### src/hdl/delta_frame_decoder_defines.svh
// Assertion macros for the delta frame decoder.
// Define NO_ASSERTIONS to compile the checks out; no other dependencies.
`ifndef DELTA_FRAME_DECODER_DEFINES_SVH
`define DELTA_FRAME_DECODER_DEFINES_SVH

`ifndef NO_ASSERTIONS

// Same-cycle implication, checked out of reset
`define DFD_ASSERT_IMPLY(lbl, clk, rst_n, pre, post, msg) \
    lbl: assert property (@(posedge clk) disable iff (!(rst_n)) (pre) |-> (post)) \
        else $error(msg);

// Next-cycle implication, checked out of reset
`define DFD_ASSERT_NEXT(lbl, clk, rst_n, pre, post, msg) \
    lbl: assert property (@(posedge clk) disable iff (!(rst_n)) (pre) |=> (post)) \
        else $error(msg);

`else

`define DFD_ASSERT_IMPLY(lbl, clk, rst_n, pre, post, msg)
`define DFD_ASSERT_NEXT(lbl, clk, rst_n, pre, post, msg)

`endif

`endif

### src/hdl/dfd_pkg.sv
// Shared constants, codes and types of the delta frame decoder.
// No dependencies; the interfaces, decode stage, top level and testbench import it.
package dfd_pkg;

    // Frame geometry and frame store layout (two banks, raster order)
    localparam int FRAME_WIDTH  = 640;
    localparam int FRAME_HEIGHT = 480;
    localparam int BANK_SIZE    = FRAME_WIDTH * FRAME_HEIGHT;
    localparam int STORE_DEPTH  = 2 * BANK_SIZE;
    localparam int ADDR_W       = $clog2(STORE_DEPTH);
    localparam int POS_W        = $clog2(BANK_SIZE);

    // Field widths
    localparam int OP_W       = 2;
    localparam int BYTE_W     = 8;
    localparam int X_W        = 10;
    localparam int Y_W        = 9;
    localparam int PIX_W      = 16;
    localparam int STATUS_W   = 2;
    localparam int OFFX_W     = 11;
    localparam int OFFY_W     = 10;
    localparam int SX_W       = OFFX_W + 1;
    localparam int SY_W       = OFFY_W + 1;
    localparam int CFG_IDX_W  = 2;
    localparam int CFG_DATA_W = 11;

    // Stream tokens
    localparam logic [BYTE_W-1:0] TOK_COPY_ZERO = 8'd252;
    localparam logic [BYTE_W-1:0] TOK_COPY_A    = 8'd253;
    localparam logic [BYTE_W-1:0] TOK_COPY_B    = 8'd254;
    localparam logic [BYTE_W-1:0] TOK_LITERAL   = 8'd255;

    typedef enum logic [OP_W-1:0] {
        OP_BYTE = 2'd0,
        OP_PULL = 2'd1,
        OP_EOF  = 2'd2,
        OP_RSVD = 2'd3
    } t_op;

    typedef enum logic [STATUS_W-1:0] {
        ST_OK        = 2'd0,
        ST_BAD_TOKEN = 2'd1,
        ST_OUTSIDE   = 2'd2,
        ST_ORDER     = 2'd3
    } t_status;

    typedef enum logic [CFG_IDX_W-1:0] {
        REG_OFFSET_A_X = 2'd0,
        REG_OFFSET_A_Y = 2'd1,
        REG_OFFSET_B_X = 2'd2,
        REG_OFFSET_B_Y = 2'd3
    } t_cfg_reg;

    // Token minus the first token code: the low two bits of the token byte
    typedef enum logic [1:0] {
        KIND_ZERO    = 2'd0,
        KIND_A       = 2'd1,
        KIND_B       = 2'd2,
        KIND_LITERAL = 2'd3
    } t_kind;

    typedef enum logic [4:0] {
        PH_TOKEN  = 5'b00001,
        PH_COUNT  = 5'b00010,
        PH_LIT_LO = 5'b00100,
        PH_LIT_HI = 5'b01000,
        PH_COPY   = 5'b10000
    } t_phase;

    // Item in flight between the decode stage and the output register
    typedef struct packed {
        logic              pixel_valid;
        logic [X_W-1:0]    x;
        logic [Y_W-1:0]    y;
        logic [PIX_W-1:0]  value;
        logic              from_ram;
        logic [ADDR_W-1:0] waddr;
        logic              run_pending;
        t_status           status;
    } t_s1;

    // Linear store distance of an (x, y) offset, modulo the address range
    function automatic logic [ADDR_W-1:0] lin_offset(input logic [OFFX_W-1:0] ox,
                                                     input logic [OFFY_W-1:0] oy);
        logic [ADDR_W-1:0] ex;
        logic [ADDR_W-1:0] ey;
        ex = {{(ADDR_W-OFFX_W){ox[OFFX_W-1]}}, ox};
        ey = {{(ADDR_W-OFFY_W){oy[OFFY_W-1]}}, oy};
        return ADDR_W'(ey * ADDR_W'(FRAME_WIDTH)) + ex;
    endfunction

endpackage

### src/hdl/dfd_ctrl.sv
// Decode stage: token parser, write position, bank select, offset registers
// and frame store address generation. Depends on dfd_pkg.
module dfd_ctrl (
    input  logic                          i_clk,
    input  logic                          i_rst_n,
    input  logic                          i_in_fire,
    input  logic [dfd_pkg::OP_W-1:0]      i_op,
    input  logic [dfd_pkg::BYTE_W-1:0]    i_data_byte,
    input  logic                          i_cfg_we,
    input  logic [dfd_pkg::CFG_IDX_W-1:0] i_cfg_index,
    input  logic [dfd_pkg::CFG_DATA_W-1:0] i_cfg_data,
    output logic                          o_rd_en,
    output logic [dfd_pkg::ADDR_W-1:0]    o_rd_addr,
    output dfd_pkg::t_s1                  o_s1
);
    import dfd_pkg::*;

    t_phase            r_phase, n_phase;
    t_kind             r_kind, n_kind;
    logic [BYTE_W-1:0] r_rem, n_rem;
    logic [BYTE_W-1:0] r_lo, n_lo;
    logic [X_W-1:0]    r_x, n_x;
    logic [Y_W-1:0]    r_y, n_y;
    logic [POS_W-1:0]  r_pos, n_pos;
    logic              r_bank, n_bank;

    logic [OFFX_W-1:0] r_ax, r_bx;
    logic [OFFY_W-1:0] r_ay, r_by;
    logic [ADDR_W-1:0] r_lin_a, r_lin_b;

    t_s1               r_s1, n_s1;

    logic              emit;
    logic              copy;
    t_status           status;
    logic [PIX_W-1:0]  lit_val;
    logic [BYTE_W-1:0] rem_dec;

    logic [OFFX_W-1:0] sel_ox;
    logic [OFFY_W-1:0] sel_oy;
    logic [ADDR_W-1:0] sel_lin;
    logic [SX_W-1:0]   sx;
    logic [SY_W-1:0]   sy;
    logic              src_ok;
    logic [ADDR_W-1:0] cur_base, prev_base;

    // Pick the offset of the current copy token
    always_comb begin
        sel_ox  = '0;
        sel_oy  = '0;
        sel_lin = '0;
        case (r_kind)
            KIND_A: begin
                sel_ox  = r_ax;
                sel_oy  = r_ay;
                sel_lin = r_lin_a;
            end
            KIND_B: begin
                sel_ox  = r_bx;
                sel_oy  = r_by;
                sel_lin = r_lin_b;
            end
            default: begin
                sel_ox  = '0;
                sel_oy  = '0;
                sel_lin = '0;
            end
        endcase
    end

    // Source position and its bounds check
    assign sx = {2'b00, r_x} + {sel_ox[OFFX_W-1], sel_ox};
    assign sy = {2'b00, r_y} + {sel_oy[OFFY_W-1], sel_oy};
    assign src_ok = !sx[SX_W-1] && (sx[SX_W-2:0] < (SX_W-1)'(FRAME_WIDTH))
                 && !sy[SY_W-1] && (sy[SY_W-2:0] < (SY_W-1)'(FRAME_HEIGHT));

    assign cur_base  = r_bank ? ADDR_W'(BANK_SIZE) : '0;
    assign prev_base = r_bank ? '0 : ADDR_W'(BANK_SIZE);
    assign rem_dec   = r_rem - 8'd1;

    // Token parser and position update
    always_comb begin
        n_phase = r_phase;
        n_kind  = r_kind;
        n_rem   = r_rem;
        n_lo    = r_lo;
        n_x     = r_x;
        n_y     = r_y;
        n_pos   = r_pos;
        n_bank  = r_bank;
        emit    = 1'b0;
        copy    = 1'b0;
        status  = ST_OK;
        lit_val = '0;
        case (t_op'(i_op))
            OP_BYTE: begin
                case (r_phase)
                    PH_TOKEN: begin
                        if (i_data_byte inside {[TOK_COPY_ZERO:TOK_LITERAL]}) begin
                            n_kind  = t_kind'(i_data_byte[1:0]);
                            n_phase = PH_COUNT;
                        end else begin
                            status = ST_BAD_TOKEN;
                        end
                    end
                    PH_COUNT: begin
                        n_rem = i_data_byte;
                        if (i_data_byte == 8'd0) begin
                            n_phase = PH_TOKEN;
                        end else if (r_kind == KIND_LITERAL) begin
                            n_phase = PH_LIT_LO;
                        end else begin
                            n_phase = PH_COPY;
                        end
                    end
                    PH_LIT_LO: begin
                        n_lo    = i_data_byte;
                        n_phase = PH_LIT_HI;
                    end
                    PH_LIT_HI: begin
                        emit    = 1'b1;
                        lit_val = {i_data_byte, r_lo};
                        n_rem   = rem_dec;
                        n_phase = (rem_dec == 8'd0) ? PH_TOKEN : PH_LIT_LO;
                    end
                    default: begin
                        // byte while copy pixels are pending
                        status = ST_ORDER;
                    end
                endcase
            end
            OP_PULL: begin
                if (r_phase == PH_COPY) begin
                    emit  = 1'b1;
                    copy  = 1'b1;
                    n_rem = rem_dec;
                    if (rem_dec == 8'd0) begin
                        n_phase = PH_TOKEN;
                    end
                    if (!src_ok) begin
                        status = ST_OUTSIDE;
                    end
                end else begin
                    status = ST_ORDER;
                end
            end
            OP_EOF: begin
                if (r_phase != PH_TOKEN) begin
                    status = ST_ORDER;
                end
                n_bank  = ~r_bank;
                n_x     = '0;
                n_y     = '0;
                n_pos   = '0;
                n_phase = PH_TOKEN;
                n_rem   = '0;
            end
            default: begin
                status = ST_ORDER;
            end
        endcase

        // Advance in raster order, wrap at row end and frame end
        if (emit) begin
            if (r_x == X_W'(FRAME_WIDTH - 1)) begin
                n_x = '0;
                if (r_y == Y_W'(FRAME_HEIGHT - 1)) begin
                    n_y   = '0;
                    n_pos = '0;
                end else begin
                    n_y   = r_y + 1'b1;
                    n_pos = r_pos + 1'b1;
                end
            end else begin
                n_x   = r_x + 1'b1;
                n_pos = r_pos + 1'b1;
            end
        end
    end

    // Word handed to the read-data stage
    always_comb begin
        n_s1.pixel_valid = emit;
        n_s1.x           = emit ? r_x : '0;
        n_s1.y           = emit ? r_y : '0;
        n_s1.value       = lit_val;
        n_s1.from_ram    = copy && src_ok;
        n_s1.waddr       = cur_base + ADDR_W'(r_pos);
        n_s1.run_pending = (n_phase == PH_COPY);
        n_s1.status      = status;
    end

    // Frame store read for a copy pixel from the previous bank
    assign o_rd_en   = i_in_fire && copy && src_ok;
    assign o_rd_addr = prev_base + ADDR_W'(r_pos) + sel_lin;
    assign o_s1      = r_s1;

    // Decode state
    always_ff @(posedge i_clk) begin
        if (!i_rst_n) begin
            r_phase <= PH_TOKEN;
            r_kind  <= KIND_ZERO;
            r_rem   <= '0;
            r_lo    <= '0;
            r_x     <= '0;
            r_y     <= '0;
            r_pos   <= '0;
            r_bank  <= 1'b0;
        end else if (i_in_fire) begin
            r_phase <= n_phase;
            r_kind  <= n_kind;
            r_rem   <= n_rem;
            r_lo    <= n_lo;
            r_x     <= n_x;
            r_y     <= n_y;
            r_pos   <= n_pos;
            r_bank  <= n_bank;
        end
    end

    // Offset registers with their precomputed linear distance
    always_ff @(posedge i_clk) begin
        if (!i_rst_n) begin
            r_ax    <= '0;
            r_ay    <= '0;
            r_bx    <= '0;
            r_by    <= '0;
            r_lin_a <= '0;
            r_lin_b <= '0;
        end else if (i_cfg_we) begin
            case (t_cfg_reg'(i_cfg_index))
                REG_OFFSET_A_X: begin
                    r_ax    <= i_cfg_data[OFFX_W-1:0];
                    r_lin_a <= lin_offset(i_cfg_data[OFFX_W-1:0], r_ay);
                end
                REG_OFFSET_A_Y: begin
                    r_ay    <= i_cfg_data[OFFY_W-1:0];
                    r_lin_a <= lin_offset(r_ax, i_cfg_data[OFFY_W-1:0]);
                end
                REG_OFFSET_B_X: begin
                    r_bx    <= i_cfg_data[OFFX_W-1:0];
                    r_lin_b <= lin_offset(i_cfg_data[OFFX_W-1:0], r_by);
                end
                REG_OFFSET_B_Y: begin
                    r_by    <= i_cfg_data[OFFY_W-1:0];
                    r_lin_b <= lin_offset(r_bx, i_cfg_data[OFFY_W-1:0]);
                end
                default: begin
                    r_ax <= r_ax;
                end
            endcase
        end
    end

    // Payload register, loaded on accept
    always_ff @(posedge i_clk) begin
        if (i_in_fire) begin
            r_s1 <= n_s1;
        end
    end
endmodule

### config.mk
export PLATFORM = sky130hd
export DESIGN_NAME = dfd_ctrl
export DESIGN_NICKNAME = d
export VERILOG_FILES = /design/src/hdl/delta_frame_decoder_defines.svh /design/src/hdl/dfd_pkg.sv /design/src/hdl/dfd_ctrl.sv
export SDC_FILE = /design/constraint.sdc
export NUM_CORES = 1
export LEC_CHECK = 0
export BUFFER_PORTS_ARGS = -buffer_cell sky130_fd_sc_hd__buf_2
export CORE_MARGIN = 1.5
export CORE_UTILIZATION = 47
export DETAILED_ROUTE_END_ITERATION = 8
export PLACE_DENSITY_LB_ADDON = 0.15
export SLEW_MARGIN = 30
export SYNTH_ARGS = -nofsm -noshare
export SYNTH_HDL_FRONTEND = slang
export SYNTH_SLANG_ARGS = --single-unit
### constraint.sdc
create_clock -name i_clk -period 9.3 [get_ports i_clk]
set_clock_uncertainty 0.1 [all_clocks]
set_input_delay 1.395 -clock i_clk [delete_from_list [all_inputs] [get_ports i_clk]]
set_output_delay 1.395 -clock i_clk [all_outputs]
set_load 0.05 [all_outputs]
==> Word level (Yosys, flattened, before mapping) <==
Index checks and enable logic that the tools add are counted.
{ "totals": {"ff_bits": 204, "latch_bits": 0, "ramBits": 0, "romBits": 0, "out_inout_bits": 81, "n_memories": 0} }
{ "op_classes": {"addsub": 13, "n_mul": 3, "div_mod_pow": 0, "n_lt_le_gt_ge": 4, "n_eq_ne": 19, "shift": 0, "muxes": 39, "bitwise_logic": 1, "n_reduce_logical": 30} }
{ "op_table": {"columns": ["op", "n"], "rows": [
  ["case mux 20 bit (2 select lines)", 3],
  ["two-way mux 19 bit", 6],
  ["adder 20 bit", 5],
  ["multiplier 20 x 3 -> 13 bit, second input constant", 3],
  ["adder 19 x 19 -> 20 bit", 2],
  ["two-way mux 9 bit", 4],
  ["two-way mux 10 bit", 3],
  ["two-way mux 5 bit", 5],
  ["case mux 8 bit (3 select lines)", 1],
  ["case mux 11 bit (2 select lines)", 1],
  ["case mux 10 bit (2 select lines)", 1],
  ["case mux 5 bit (4 select lines)", 1],
  ["adder 19 x 1 -> 19 bit, second input constant", 1],
  ["AND reduction 2 bit", 9],
  ["zero test 8 bit", 2],
  ["case mux 8 bit (2 select lines)", 1],
  ["case mux 5 bit (3 select lines)", 1],
  ["adder 11 x 11 -> 12 bit", 1],
  ["adder 10 x 10 -> 11 bit", 1],
  ["less-than comparator 11 x 10 -> 1 bit, second input constant", 1],
  ["adder 10 x 1 -> 10 bit, second input constant", 1],
  ["equality test 10 bit, second input constant", 1],
  ["equality test 2 bit, second input constant", 5],
  ["equality test 5 bit, second input constant", 2],
  ["other kinds (30)", 48]
]} }

==> Longest topological paths before layout <==
Gate-level depths: netlist of the first run.
{ "logic_depth": {"word_depth": 10, "depth_mapped": 20, "mapped_depth_nobuf": 20} }

==> Least setup slack after synthesis of the first run <==
OpenSTA, ideal clock, no wires.
{ "synth_timing": {"path_type": "register to output", "start": "reg r_kind[0]", "end": "out o_rd_addr[13] in the netlist's numbering", "t_arrival_ps": 4389, "required_time_ps": 7805, "path_slack_ps": 3416, "path_stages_with_launch": 17, "path_buffers": 2, "cell_sequence": "dfxtp_1 -> inv_1 -> ha_1 -> clkbuf_1 -> buf_1 -> nor2_1 -> ha_1 -> ha_1 -> fa_1 -> a21oi_1 -> o21ai_0 -> a2111oi_0 -> nor2_1 -> a21o_1 -> a21oi_1 -> a21oi_1 -> xor2_1"} }
{ "synth_via": {"elab_chain_cells": 3, "word_cells_on_any_way": 4, "classes_between": "add/sub: 1; eq/ne: 2; mux: 1"} }
{ "synth_rtl": {"columns": ["item", "line_no", "text"], "rows": [
  ["from (decl)", "dfd_ctrl.sv:19", "t_kind r_kind, n_kind;"],
  ["from (signal assigned)", "dfd_ctrl.sv:211", "r_kind <= n_kind;"],
  ["equality test 2 bit / equality test 2 x 1 -> 1 bit (equally long branches)", "dfd_ctrl.sv:52", "case (r_kind)"],
  ["case mux 20 bit (2 select lines) (*)", "dfd_ctrl.sv:52", null],
  ["adder 20 bit (*)", "dfd_ctrl.sv:195", "assign o_rd_addr = prev_base + ADDR_W'(r_pos) + sel_lin;"],
  ["to (decl)", "dfd_ctrl.sv:13", "output logic [dfd_pkg::ADDR_W-1:0] o_rd_addr,"]
]} }
Every way passes the cells marked *; elsewhere a longest branch is shown, timed or not.

==> Worst setup path in the final report of the first run <==
{ "layout_timing": {"start": "reg r_kind[0]", "end": "out o_rd_addr[19] in the netlist's numbering"} }
Same word-level chain as after synthesis.

==> impl_results.md, run 1 <==
* Status: finished clean
* Number of antenna violations at the first check in global routing at 0
* Most frequent CP cell: ha_1
* Clock Path Buffers at 3
* WL per Instance at 17.43 um
* CTS buffer count at 23
* Largest net degree at the start of global routing at 82
* Clock-pin slew on the worst setup and hold paths at 0.06 ns
* EDFF count, synth at 60
* Die area at 30,980 sq um
* Root Buffer: clkbuf_16
* Crit end category: primary output
* IO Pins at 108
* Achievable Freq at 0.1540 GHz
* Inst Count DP at 2,070
* Final hold vios at 0
* Hold Crit Endpoint: r_lin_a[8]
* Hold Path Class: reg -> reg
* Initial Utilization at 0.4760
* Reg2Reg Depth at 20
* Vias at 11,910
* Clock power frac at 0.394
* Async S/R FF share, synth at 0
* Critical path type: reg -> out
* Max VDD drop at 99.46 uV
* Largest cells by area after synthesis: dfxtp_1 (20%), ha_1 (15%), edfxtp_1 (13%), a21oi_1 (5.8%), nand2_1 (4.5%)
* Count of final setup violators at 0
* Final slew viol count at 0
* WL final at 36,820 um
* Worst relative slew slack at 0.3685
* Share of post-route cells with drive strength above 1 at 0.09930
* Count leader, synth: nand2_1
* Distinct cells, synth at 79
* P&R area growth vs syn at 10.95%
* DRT Pass-1 Iters at 6
* Flop2flop setup slack at 5.37 ns
* WP buf/inv at 3
* CTS Sinks at 204
* Final Cycle Share at 0.6980
* Hpwl dp at 27,310 um
* WHS Path Cells at 2
* Net Sw Frac at 0.2867
* Final antenna diode count at 0
* Commonest cells post-synth: nand2_1 (167), ha_1 (166), nor2_1 (166), a21oi_1 (163), dfxtp_1 (144)
* # rows at 63
* Delay-heaviest family, CP: compound AO/OA/AOI/OAI gates
* Die H at 176.0 um
* Fin nets at 1,911
* Flop pwr share at 0.434
* Synthesized Nets at 1,838
* Syn Inst Count at 1,632
* I/O Buffers at 107
* Post-Syn Area per Cell at 8.622 sq um
* Min-delay src: r_lin_a[8]
* Top-area cell type share of the netlist area at 0.2049
* FF-to-FF Start: r_ay[1]
* Die width at 176.0 um
* Mapped cell area at 14,070 sq um
* FF+latch count, synth at 204
* Critical-path cell list: inv_1 -> ha_1 -> buf_4 -> a22oi_1 -> nor2_1 -> ha_1 -> ha_1 -> fa_1 -> a21oi_1 -> o21ai_0 -> a2111oi_0 -> nor4b_1 -> nor4_1 -> o21bai_1 -> a21oi_1 -> xnor2_1 -> buf_2
* Seq/Total Area, Yosys at 0.3329
* Comb power frac at 0.172
* Final setup margin at 2.808 ns
* Initial DRC count at 814
* TritonCTS clock tree: done
* R2r endpoint: r_lin_a[19]
* DP Worst Slack at 3.375 ns
* Htree depth at 1
* Core area at 29,560 sq um
* GR Overflow Total at 0
* Top FF cell, synth: dfxtp_1
* CP peak stage delay at 0.72 ns
* Data required, critical path at 7.81 ns
* Sw Pwr at 641.0 uW
* Final Critical Period at 6.492 ns
* Startpoint types: register
* First-pass GRT wire length at 59,520 um
* Crit path max fanout at 41
* Setup Fix Bufs, Post-CTS at 0
* Routed Antenna Nets at 0
* Vias in the first global route at 11,330
* CTS Hold Bufs at 0
* P_int at 1.595 mW
* WP data arrival at 5.00 ns
* DRC at 0
* RSZ-0062 raised after global routing: false
* Worst-margin pin slew at 0.9452 ns
* Via density at 5.640
* Pwr dens at 143.2 nW/um^2
* Placer congestion estimate at 0.8816
* Crit-path slowest cell: a2111oi_0
* Ys Warns at 0
* Max-cap violations at 0
* Setup TNS at 0 ns
* Worst-Skew Late Latency at 0.52 ns
* Leakage Power at 6.740 nW
* Area leader, netlist: dfxtp_1
* Hold slack at 0.3601 ns
* Final non-filler cell total at 2,112
* Tot GR Track Use at 0.2383
* CTS resizes at 0
per-layer routing:
| layer | up-vias | wire [um] | GRT usage |
|---|---|---|---|
| met4 | 0 | 1236 | 0.08298 |
| met2 | 314 | 16470 | 0.3883 |
| met1 | 5524 | 17410 | 0.3303 |
| li1 | 6008 | - | - |
| met3 | 65 | 1709 | 0.02153 |
| met5 | - | 0 | 0 |
through the flow:
step | area (sq um) | util | power, mW
2_1_floorplan | 14070 | - | 1.265
3_3_place_gp | 14890 | 0.5037 | 1.366
3_5_place_dp | 14890 | 0.5038 | 1.371
4_1_cts | 15610 | 0.5280 | 2.251
5_1_grt | 15610 | 0.5281 | 2.326
6_report | 15610 | 0.5281 | 2.236
area by class of cell:
| class | count | area [sq um] |
|---|---|---|
| Inverter | 66 | 249.0 |
| Fill cell | 2839 | 13950 |
| Clock inverter | 10 | 105.1 |
| Tap cell | 390 | 488.0 |
| Clock buffer | 32 | 609.3 |
| Timing Repair Buffer | 114 | 590.6 |
| Multi-Input combinational cell | 1296 | 8885 |
| Sequential cell | 204 | 4684 |
logic make-up (layout without fill, tap and decap cells):
logic type | after synthesis | after routing | share of synthesized area
DFF | 204 | 204 | 0.3329
muxes | 18 | 18 | 0.01289
AOI/OAI and AO/OA | 449 | 449 | 0.1995
xor gates and xnor gates | 112 | 112 | 0.07078
and+or+nand+nor | 538 | 538 | 0.1814
buffers and inverters | 132 | 222 | 0.03646
adders and majority gates | 179 | 179 | 0.1661
sequential cells by signal, summed over array words and instances (netlist names):
| signal | count |
|---|---|
| r_lo | 8 |
| r_x | 10 |
| r_ay | 10 |
| r_bx | 11 |
| o_s1 | 60 |
| r_pos | 19 |
| r_y | 9 |
| r_lin_a | 20 |
| r_by | 10 |
| r_rem | 8 |
| r_kind | 2 |
| r_bank | 1 |
| r_phase | 5 |
| r_ax | 11 |
| r_lin_b | 20 |
how the worst max path moves through the flow:
stage | slack [ns] | endpoint | from | cells past startpoint
6_report | 2.81 | o_rd_addr[19] | r_kind[0] | 17
5_1_grt | 2.35 | o_rd_addr[19] | r_kind[0] | 17
4_1_cts | 2.81 | o_rd_addr[19] | r_kind[0] | 17
3_5_place_dp | 3.38 | o_rd_addr[19] | r_kind[0] | 17
3_3_place_gp | 3.52 | o_rd_addr[19] | r_kind[0] | 17
2_1_floorplan | 3.42 | o_rd_addr[13] | r_kind[0] | 16
power by group through the flow:
stage	clock [mW]	combinational [mW]	sequential [mW]
6_report	0.880	0.385	0.970
5_1_grt	0.930	0.424	0.973
4_1_cts	0.898	0.384	0.969
3_5_place_dp	0	0.382	0.989
3_3_place_gp	0	0.377	0.989
2_1_floorplan	0	0.245	1.02
placed cells by master, fill, tap and decap left out, types with 47 or more instances in the layout:
cell type and count:
nand2_1 167, ha_1 166, buf_2 106, o21ai_0 87, xnor2_1 64, nor2_1 164, edfxtp_1 60, a21oi_1 163
dfxtp_1 144, inv_1 64, xor2_1 47
worst min-delay path, stage by stage, from the launching register on:
cell and delay [ns]:
dfxtp_1 0.31, nand2_1 0.05, a21oi_1 0.05
Note: power is estimated with default switching activity, not from simulation.
==> run 2: changes to the inputs <==
==> constraint.sdc (replaced) <==
create_clock -name i_clk -period 5.4 [get_ports i_clk]
set_clock_uncertainty 0.1 [all_clocks]
set_input_delay 0.81 -clock i_clk [delete_from_list [all_inputs] [get_ports i_clk]]
set_output_delay 0.81 -clock i_clk [all_outputs]
set_load 0.05 [all_outputs]
==> run 2 against run 1 <==
  * Largest cell class unchanged
  * Largest power group unchanged
  * Non-clock buffer count increased by 3
  * Sequential cell count stayed put
  * Setup slack got worse by 2.5 ns
==> impl_results.md, run 2 (synthesis results as in run 1) <==
* IO Pins at 108
* Via density at 5.662
* FF-to-FF Start: r_ay[1]
* Area of the multi-input gates at 8911 sq um
* Final non-filler cell total at 2,117
* CTS Sinks at 204
* Fin nets at 1,915
* Final hold vios at 0
* WP buf/inv at 3
* DRT Pass-1 Iters at 5
* Data required, critical path at 4.49 ns
* Min-delay src: r_lin_b[8]
* Final antenna diode count at 0
* Setup TNS at 0 ns
* Flop2flop setup slack at 1.45 ns
* Startpoint types: register
* Number of antenna violations at the first check in global routing at 0
* Htree depth at 1
* WP data arrival at 4.16 ns
* Leakage Power at 6.780 nW
* Crit-path slowest cell: fa_1
* Most frequent cells in the layout: nand2_1 (167), ha_1 (166), nor2_1 (165), a21oi_1 (162), dfxtp_1 (143)
* Total power at 3.912 mW
* Pwr dens at 248.8 nW/um^2
* Clock Path Buffers at 3
* DRC at 0
* Clock-pin slew on the worst setup and hold paths at 0.06 ns
* Crit end category: primary output
* First-pass GRT wire length at 58,940 um
* Number of fill cells in the layout at 2,804
* Placer congestion estimate at 0.8766
* Stages on worst setup path at 16
* CTS Hold Bufs at 0
* Worst relative slew slack at 0.4083
* Hpwl dp at 27,710 um
* Status: finished clean
* Hold Crit Endpoint: r_lin_b[8]
* Share of post-route cells with drive strength above 1 at 0.1083
* Core area at 29,560 sq um
* CTS buffer count at 24
* Die H at 176.0 um
* Inst Count DP at 2,072
* I/O Buffers at 107
* Initial Utilization at 0.4760
* Count of final setup violators at 0
* Die area at 30,980 sq um
* CP peak stage delay at 0.47 ns
* Worst-Skew Late Latency at 0.52 ns
* R2r endpoint: r_lin_a[19]
* Crit path from: r_kind[0]
* Final Cycle Share at 0.9393
* Critical-path cell list: inv_1 -> ha_1 -> buf_4 -> a22oi_1 -> nor2_1 -> ha_1 -> fa_1 -> a21oi_2 -> o21ai_1 -> a2111oi_4 -> nor4b_1 -> nor4_1 -> o21bai_1 -> a21oi_1 -> xnor2_1 -> buf_4
* Max-cap violations at 0
* Vias in the first global route at 11,070
* TritonCTS clock tree: done
* Hold Path Class: reg -> reg
* Delay-heaviest family, CP: compound AO/OA/AOI/OAI gates
* Root Buffer: clkbuf_16
* Commonest non-fill, non-tap cell in the layout: nand2_1
* Register Area at 4686 sq um
* Final Critical Period at 5.072 ns
* Worst-margin pin slew at 0.8843 ns
* WHS Path Cells at 2
* GR Overflow Total at 0
* RSZ-0062 raised after global routing: false
* Critical path type: reg -> out
* Vias at 11,990
* Largest net degree at the start of global routing at 50
* Crit path max fanout at 15
* WL per Instance at 17.34 um
* Max VDD drop at 195.2 uV
* Final slew viol count at 0
* # rows at 63
* WL final at 36,700 um
* P&R area growth vs syn at 11.77%
* Core Util, Final at 0.5321
* Achievable Freq at 0.1971 GHz
* Max FFs per register at 60
* Routed Antenna Nets at 0
* Die width at 176.0 um
* Initial DRC count at 766
* Reg2Reg Depth at 20
* Tot GR Track Use at 0.2369
run 2: changes by cell type in the layout (fill, tap and decap cells not counted), moves of 2 or more:
cell	before	now
clkbuf_1	9	3
clkinvlp_4	0	5
buf_4	8	11
clkinv_4	0	3
clkbuf_16	23	25
run 2: power breakdown:
part	switching [mW]	internal [mW]
clock	0.677	0.905
combinational	0.429	0.231
sequential	0.0410	1.63
run 2: area by class of cell:
type                    instances  area share
multi-input cells            1296      0.5666
flip-flops and latches        204      0.2979
clock buffers                  28     0.04049
repair buffers                117     0.03938
well taps                     390     0.03103
inverters                      66     0.01583
clock inverters                16    0.008751
run 2: worst max path at each step:
stage               slack [ns]            end
floorplan                 0.10  o_rd_addr[13]
global placement          0.41  o_rd_addr[19]
detailed placement        0.35  o_rd_addr[19]
CTS                       0.01  o_rd_addr[19]
global route              0.02  o_rd_addr[19]
finish                    0.33  o_rd_addr[19]
run 2: metrics by stage:
step | hold slack, ns | worst slack [ns] | area (sq um)
2_1_floorplan | 0.3316 | 0.1009 | 14070
3_3_place_gp | 0.3412 | 0.4067 | 14900
3_5_place_dp | 0.3507 | 0.3465 | 14910
4_1_cts | 0.3593 | 0.01470 | 15700
5_1_grt | 0.3700 | 0.01781 | 15730
6_report | 0.3636 | 0.3276 | 15730
run 2: repair_timing:
item,CTS,global route
pin swaps,1,2
endpoints found under the setup margin,3,5
hold endpoints to repair,0,0
gates cloned,0,0
gates resized for setup,3,6
buffers inserted,1,0
run 2: worst min-delay path, cell delays in order (launching register included):
cell and delay, ns:
dfxtp_1 0.32, nand2_1 0.05, a21oi_1 0.05
run 2: per-layer routing:
layer,up-vias,global-route usage,share of wire
met1,5581,0.3275,0.47
met3,71,0.02713,0.049
li1,6027,-,-
met2,307,0.3771,0.44
met4,0,0.09402,0.040
met5,-,0,0
